[config.mk]
export PLATFORM = sky130hd
export DESIGN_NAME = rme_ctrl
export DESIGN_NICKNAME = d
export VERILOG_FILES = /design/src/rtl/core/rme_pkg.sv /design/src/rtl/core/rme_ctrl.sv
export SDC_FILE = /design/constraint.sdc
export NUM_CORES = 1
export LEC_CHECK = 0
export BUFFER_PORTS_ARGS = -buffer_cell sky130_fd_sc_hd__buf_4
export CAP_MARGIN = 5
export CORE_ASPECT_RATIO = 0.9
export CORE_UTILIZATION = 51
export DETAILED_ROUTE_END_ITERATION = 16
export MAX_ROUTING_LAYER = met4
export PLACE_DENSITY = 0.86
export SETUP_SLACK_MARGIN = 0.5
export SYNTH_ARGS = -nofsm -noshare
export SYNTH_HDL_FRONTEND = slang
export SYNTH_SLANG_ARGS = --single-unit
[constraint.sdc]
create_clock -name i_clk -period 2.87 [get_ports i_clk]
set_input_delay 0.574 -clock i_clk [delete_from_list [all_inputs] [get_ports i_clk]]
set_output_delay 0.574 -clock i_clk [all_outputs]
set_load 0.02 [all_outputs]
[src/rtl/core/rme_pkg.sv]
// Shared types and constants of the register machine executor.
package rme_pkg;

    localparam int AW     = 10;
    localparam int REGS   = 1 << AW;
    localparam int VAL_W  = 32;
    localparam int OP_W   = 4;
    localparam int TGT_W  = 8;
    localparam int CNT_W  = 11;
    localparam int PLEN_W = 9;

    localparam logic [OP_W-1:0] OP_ZERO   = 4'd0;
    localparam logic [OP_W-1:0] OP_INC    = 4'd1;
    localparam logic [OP_W-1:0] OP_MOVE   = 4'd2;
    localparam logic [OP_W-1:0] OP_JUMP   = 4'd3;
    localparam logic [OP_W-1:0] OP_JEQ    = 4'd4;
    localparam logic [OP_W-1:0] OP_ZRANGE = 4'd5;
    localparam logic [OP_W-1:0] OP_SET    = 4'd6;
    localparam logic [OP_W-1:0] OP_COPY   = 4'd7;
    localparam logic [OP_W-1:0] OP_READ   = 4'd8;

    typedef struct packed {
        logic [OP_W-1:0]  op;
        logic [AW-1:0]    reg_a;
        logic [AW-1:0]    reg_b;
        logic [VAL_W-1:0] value;
        logic [TGT_W-1:0] target;
        logic [CNT_W-1:0] count;
    } t_in;

    typedef struct packed {
        logic [VAL_W-1:0] cell_value;
        logic             is_data;
        logic             jump_taken;
        logic [TGT_W-1:0] next_index;
        logic             halt;
        logic             last;
    } t_out;

    // Controller to datapath.
    typedef struct packed {
        logic clr_step;
        logic load;
        logic exec;
        logic zero_step;
        logic cp_rd_issue;
        logic cp_wr_issue;
        logic cp_phase;
        logic idx_clear;
        logic rd_issue;
    } t_cmd;

    // Datapath to controller.
    typedef struct packed {
        logic [OP_W-1:0] in_op;
        logic            in_empty;
        logic            clr_last;
        logic            walk_last;
        logic            out_free;
    } t_sts;

endpackage

[src/rtl/core/rme_ctrl.sv]
// Sequencer of the register machine executor.
module rme_ctrl (
    input  logic          i_clk,
    input  logic          i_rst_n,
    input  logic          i_in_valid,
    output logic          o_in_ready,
    input  rme_pkg::t_sts i_sts,
    output rme_pkg::t_cmd o_cmd
);
    import rme_pkg::*;

    typedef enum logic [9:0] {
        S_CLEAR  = 10'b00_0000_0001,
        S_IDLE   = 10'b00_0000_0010,
        S_EXEC   = 10'b00_0000_0100,
        S_ZERO   = 10'b00_0000_1000,
        S_CPR    = 10'b00_0001_0000,
        S_CPRD   = 10'b00_0010_0000,
        S_CPW    = 10'b00_0100_0000,
        S_CPWD   = 10'b00_1000_0000,
        S_READ   = 10'b01_0000_0000,
        S_RDRAIN = 10'b10_0000_0000
    } t_state;

    t_state r_state, n_state;

    always_ff @(posedge i_clk) begin
        if (!i_rst_n) begin
            r_state <= S_CLEAR;
        end else begin
            r_state <= n_state;
        end
    end

    always_comb begin
        n_state    = r_state;
        o_cmd      = '0;
        o_in_ready = 1'b0;
        case (r_state)
            S_CLEAR: begin
                o_cmd.clr_step = 1'b1;
                if (i_sts.clr_last) begin
                    n_state = S_IDLE;
                end
            end
            S_IDLE: begin
                o_in_ready = 1'b1;
                o_cmd.load = i_in_valid;
                if (i_in_valid) begin
                    n_state = S_EXEC;
                    if (!i_sts.in_empty) begin
                        case (i_sts.in_op)
                            OP_ZRANGE: n_state = S_ZERO;
                            OP_COPY:   n_state = S_CPR;
                            OP_READ:   n_state = S_READ;
                            default:   n_state = S_EXEC;
                        endcase
                    end
                end
            end
            S_EXEC: begin
                o_cmd.exec = 1'b1;
                if (i_sts.out_free) begin
                    n_state = S_IDLE;
                end
            end
            S_ZERO: begin
                o_cmd.zero_step = 1'b1;
                if (i_sts.walk_last) begin
                    n_state = S_EXEC;
                end
            end
            S_CPR: begin
                o_cmd.cp_rd_issue = 1'b1;
                if (i_sts.walk_last) begin
                    n_state = S_CPRD;
                end
            end
            S_CPRD: begin
                // drain the last buffer write, restart the walk for the write phase
                o_cmd.idx_clear = 1'b1;
                n_state         = S_CPW;
            end
            S_CPW: begin
                o_cmd.cp_phase    = 1'b1;
                o_cmd.cp_wr_issue = 1'b1;
                if (i_sts.walk_last) begin
                    n_state = S_CPWD;
                end
            end
            S_CPWD: begin
                o_cmd.cp_phase = 1'b1;
                n_state        = S_EXEC;
            end
            S_READ: begin
                o_cmd.rd_issue = i_sts.out_free;
                if (i_sts.out_free && i_sts.walk_last) begin
                    n_state = S_RDRAIN;
                end
            end
            S_RDRAIN: begin
                // hold until the last cell transfer leaves the read register
                if (i_sts.out_free) begin
                    n_state = S_IDLE;
                end
            end
            default: begin
                n_state = S_CLEAR;
            end
        endcase
    end

endmodule

==> impl_metrics.toml, run 1 <==
[clock_tree]
clock_latency_ps = 270
cts_sinks = 10
h-tree-depth = 1
path_clk_slew_ps = 70
cts_max_path_buffers = 2
cts_buffers = 3
root_buffer = "clkbuf_4"
cts_tree = "yes"

[setup_path]
path_delay_family = "simple AND/OR/NAND/NOR gates"
cp_slowest_stage_delay_ps = 540
r2r_end = "r_state[3]$_SDFFE_PN0P_"
crit_slowest_cell = "or4_4"
r2r_start = "r_state[9]$_SDFFE_PN0P_"
criticalPathCategory = "flop to output port"
cp-end-kind = "output port"
crit_chain = "or4_4, or4b_4, inv_2, buf_6"
crit_path_max_fanout = 2
cp_num_buf_inv = 2
start_kind = "flop"
critPathArrivalTime_ps = 1890
critPathLaunch = "r_state[9]$_SDFFE_PN0P_"
reg2regPathDepth = 6
r2r_slack_ps = 650
required_ps = 2300

[power]
power_uw = 442
p_leak_nw = 0.460
powerDensity_mw_per_mm2 = 381
vdd_drop_max_mv = 0.323

[min_path]
hold_start = "r_state[2]$_SDFFE_PN0P_"
hold_class = "flop to flop"
min_to = "r_state[2]$_SDFFE_PN0P_"
hold_depth = 2

[routing]
wl_um = 2510
firstDrtPassIters = 6
drt_iter0_drc = 50
via_count = 937
drc = 0
vias_per_cell = 6.51
antenna_left = 0
wl_per_cell_um = 17.4

[synth]
seq_area_frac_synth = 0.246
syn-cell-area_sq_um = 815
synthDistinctLibCells = 39
ys_ff_latch = 10
syn_inst = 101
synth.avg_cell_area_sq_um = 8.06
syn_nets = 112
yosysWarnings = 0

[die]
fp.dieW_um = 44.1
die_h_um = 39.9
dieArea_sq_mm = 0.00176
initial_utilization = 0.556
ioPinCount = 21
floorplan.rows = 13
core_sq_mm = 0.00146

[cells_and_area]
fin_cells = 144
layout_commonest_cell = "buf_4"
largest_register_ffs = 10
nets = 142
post-route-util = 0.791
max_flop_register = "r_state"
largestRegisters = "r_state x10"
antenna-diode-count = 0
area_delta_synth_final_pct = 42.2
final_cell_mix = "buf_4 (28), nand2b_1 (8), nor2_1 (8)"
drive_gt1_frac = 0.457

[flow_run]
maxCapViolations = 0

[sta]
setup_slack_ps = 409
finalHoldViolCount = 0
slew_headroom = 0.743
worst_pin_slew_ps = 381
rsz0062_at_grt = "yes"
fin_crit_ps = 2460
setup_viol = 0
min_period_over_period = 0.857
report.final.slew_viol_count = 0
clock.fmax_mhz = 406
finalSetupTns_ps = 0
skew_ps = 1.59

[placed_design]
dp_hpwl_um = 1580
dp.cells = 132
pre_cts_slack_ps = 482
io_buffers = 20
gp_congestion = 0.973

[global_routing]
antenna_found_initial = 0
grt_pass1_vias = 851
grtUsageTotal = 0.324
grt_max_degree = 10
grt.overflow.total = 0
grt_first_pass_wirelength_um = 3840

[run_status]
status = "completed"
final cells by class:
type	count	area, sq um
clock buffer	3	22.5
fill	97	305
inverter	5	18.8
multi-input combinational	82	656
sequential	10	221
tap	15	18.8
timing repair buffer	29	221
kinds of logic after synthesis:
group                     Yosys count  synth area share
AOI/OAI and AO/OA                  23             0.201
xor gates and xnor gates            4            0.0430
buffers and inverters               9            0.0614
DFF                                10             0.246
muxes                               2            0.0307
and+or+nand+nor                    53             0.418
worst max-delay path by stage:
stage / endpoint / slack (ps) / depth (start not counted)
4_1_cts: o_cmd[3] / 410 / 4
3_5_place_dp: o_cmd[0] / 480 / 5
2_1_floorplan: o_cmd[4] / 520 / 4
3_3_place_gp: o_cmd[0] / 550 / 5
6_report: o_cmd[3] / 410 / 4
5_1_grt: o_cmd[0] / 380 / 5
where the power goes:
group	total [mW]	switching, mW	internal (mW)	leakage (nW)
Combinational	0.182	0.0987	0.0832	0.360
Sequential	0.158	0.0138	0.144	0.0861
Clock	0.102	0.0534	0.0486	0.0138
routing by layer:
metal / vias to the layer above / global-route usage / part of all wire / wire [um]
li1: 438 / - / - / -
met1: 429 / 0.391 / 0.41 / 1030
met2: 56 / 0.548 / 0.49 / 1220
met3: 14 / 0.0737 / 0.069 / 172
met4: 0 / 0.0833 / 0.035 / 87
met5: - / - / 0 / 0
through the flow:
stage	hold slack [ps]	instance area (sq um)
2_1_floorplan	489	826
3_3_place_gp	533	963
3_5_place_dp	529	963
4_1_cts	519	1120
5_1_grt	548	1160
6_report	519	1160
worst register-to-register path, delay by kind of cell (launching register included):
family / cells / cell delay (ps)
and+or+nand+nor: 4 / 1290
DFF: 1 / 350
muxes: 1 / 300
buffers and inverters: 1 / 170
Yosys cell counts:
cell type | instances | area [sq um]
dfxtp_1 | 10 | 200
nand2b_1 | 8 | 50.1
nor2_1 | 8 | 30.0
nor3_1 | 8 | 40.0
a21oi_1 | 5 | 25.0
inv_1 | 5 | 18.8
nand2_1 | 5 | 18.8
nor4_1 | 4 | 25.0
o21ai_0 | 3 | 15.0
or3_1 | 3 | 18.8
or4_1 | 3 | 22.5
xnor2_1 | 3 | 26.3
a211oi_1 | 2 | 15.0
and2_1 | 2 | 12.5
buf_6 | 2 | 22.5
nor4b_1 | 2 | 17.5
o2111a_1 | 2 | 22.5
o21a_1 | 2 | 15.0
o22ai_1 | 2 | 12.5
o31ai_1 | 2 | 15.0
or2b_1 | 2 | 15.0
a2111o_1 | 1 | 11.3
a22o_1 | 1 | 8.76
a31oi_1 | 1 | 6.26
buf_2 | 1 | 5.00
clkbuf_1 | 1 | 3.75
mux2_4 | 1 | 15.0
mux2i_1 | 1 | 10.0
nand3b_1 | 1 | 7.51
nand4_1 | 1 | 6.26
nor2_8 | 1 | 20.0
nor3_4 | 1 | 16.3
o2111ai_1 | 1 | 8.76
o31a_1 | 1 | 8.76
or2_2 | 1 | 6.26
or3b_2 | 1 | 8.76
or4_4 | 1 | 11.3
or4b_4 | 1 | 13.8
xor2_1 | 1 | 8.76
timing repair:
item	CTS	global route
endpoints found under the setup margin	8	9
buffers inserted	7	2
gates cloned	0	0
pin swaps	5	3
hold buffers	0	0
resized for setup	23	6
Note: power is estimated with default switching activity, not from simulation.
==> run 2: changes to the inputs <==
CORE_UTILIZATION = 29   (was 51)
PLACE_DENSITY = 0.58   (was 0.86)
==> impl_metrics.toml, run 2 (synthesis results as in run 1) <==
[run_status]
status = "complete, but fails checks"
violations = "design-rule violations"

[global_routing]
grt_pass1_vias = 833
grtUsageTotal = 0.173
grt_max_degree = 10
grt.overflow.total = 0
grt_first_pass_wirelength_um = 3910
antenna_found_initial = 0

[routing]
via_count = 893
drc = 3
wl_um = 2490
vias_per_cell = 5.65
wl_per_cell_um = 15.7
firstDrtPassIters = 10
drt_iter0_drc = 62
antenna_left = 0

[cells_and_area]
largest_register_ffs = 10
post-route-util = 0.464
nets = 143
largestRegisters = "r_state x10"
area_delta_synth_final_pct = 45.5
final_cell_mix = "buf_4 (28), nand2b_1 (8), nor2_1 (8)"
layout_commonest_cell = "buf_4"
drive_gt1_frac = 0.469
max_flop_register = "r_state"
antenna-diode-count = 0
fin_cells = 158
fin_area_sq_mm = 0.00118

[power]
p_int_uw = 279
power_uw = 439
power_frac_clock = 0.217
p_sw_frac = 0.365
vdd_drop_max_mv = 0.218
powerDensity_mw_per_mm2 = 370
pwr-share-comb = 0.420
switchingPower_uw = 160
pwr-share-seq = 0.362
p_leak_nw = 0.464

[setup_path]
crit_slowest_cell = "or4_4"
criticalPathCategory = "flop to output port"
crit_path_max_fanout = 3
required_ps = 2300
crit_chain = "or4_4, or4b_4, inv_2, buf_6"
start_kind = "flop"
path_delay_family = "simple AND/OR/NAND/NOR gates"
cp_num_buf_inv = 2
critPathArrivalTime_ps = 1870
cp-end-kind = "output port"
cp_slowest_stage_delay_ps = 540

[die]
initial_utilization = 0.319
floorplan.rows = 17
dieArea_sq_mm = 0.00303
die_h_um = 52.3
fp.dieW_um = 57.9
ioPinCount = 21
core_sq_mm = 0.00255

[sta]
finalHoldViolCount = 0
skew_ps = 0.930
slew_headroom = 0.756
clock.fmax_mhz = 409
worst_pin_slew_ps = 360
setup_slack_ps = 422
holdWs_ps = 501
finalSetupTns_ps = 0
report.final.slew_viol_count = 0
setup_viol = 0
rsz0062_at_grt = "yes"
fin_crit_ps = 2450
min_period_over_period = 0.853

[placed_design]
pre_cts_slack_ps = 445
dp_hpwl_um = 1720
gp_congestion = 0.917
io_buffers = 20
dpl_cell_area_sq_um = 980
dp.cells = 145

[clock_tree]
clock_latency_ps = 260
cts_buffers = 3
root_buffer = "clkbuf_4"
cts_max_path_buffers = 2
cts_sinks = 10
cts_tree = "yes"
h-tree-depth = 1
path_clk_slew_ps = 60

[flow_run]
maxCapViolations = 0

[min_path]
hold_class = "flop to flop"
## run 2: cell count changes in the layout (fill, tap and decap cells not counted)
cell and change:
or4_4 +1, buf_6 +1, or4_1 -1, dfxtp_4 -2
dfxtp_2 +2
## run 2: layout make-up
type	count	area [sq um]
flip-flops and latches	10	216
multi-input cells	82	659
clock buffers	3	22.5
repair buffers	30	233
inverters	5	18.8
well taps	28	35.0
fillers	256	1370
## run 2: power groups by stage
stage / clock network, mW / registers (mW) / logic, mW
floorplan: 0 / 0.159 / 0.0962
global placement: 0 / 0.162 / 0.149
detailed placement: 0 / 0.162 / 0.145
CTS: 0.0967 / 0.158 / 0.178
global route: 0.106 / 0.161 / 0.195
finish: 0.0954 / 0.159 / 0.184
## run 2: worst paths after layout
| path | start | to | slack (ps) | cells past startpoint |
|---|---|---|---|---|
| worst max-delay path | r_state[5]$_SDFFE_PN0P_ | o_cmd[3] | 420 | 4 |
| worst min-delay path | r_state[8]$_SDFFE_PN0P_ | r_state[8]$_SDFFE_PN0P_ | 500 | 2 |
| worst max register to register | r_state[5]$_SDFFE_PN0P_ | r_state[3]$_SDFFE_PN0P_ | 650 | 6 |
| worst min register to register | r_state[8]$_SDFFE_PN0P_ | r_state[8]$_SDFFE_PN0P_ | 500 | 2 |
## run 2: repair_timing
item / in CTS / in global routing
hold endpoints to repair: 0 / 0
cloned: 0 / 0
resized for setup: 22 / 7
hold buffers: 0 / 0
buffers inserted: 7 / 3
pin swaps: 5 / 4
setup endpoints to repair: 8 / 8
## run 2: worst min-delay path, stage by stage, from the launching register on
cell and delay, ps:
dfxtp_2 350, nand2_1 60, mux2i_1 50
## run 2: routing by layer
layer | routed length (um) | share of wire | global-route usage
met4 | 58 | 0.023 | 0.0794
met2 | 1110 | 0.45 | 0.274
met1 | 1140 | 0.46 | 0.217
met5 | 0 | 0 | -
met3 | 180 | 0.072 | 0.0296
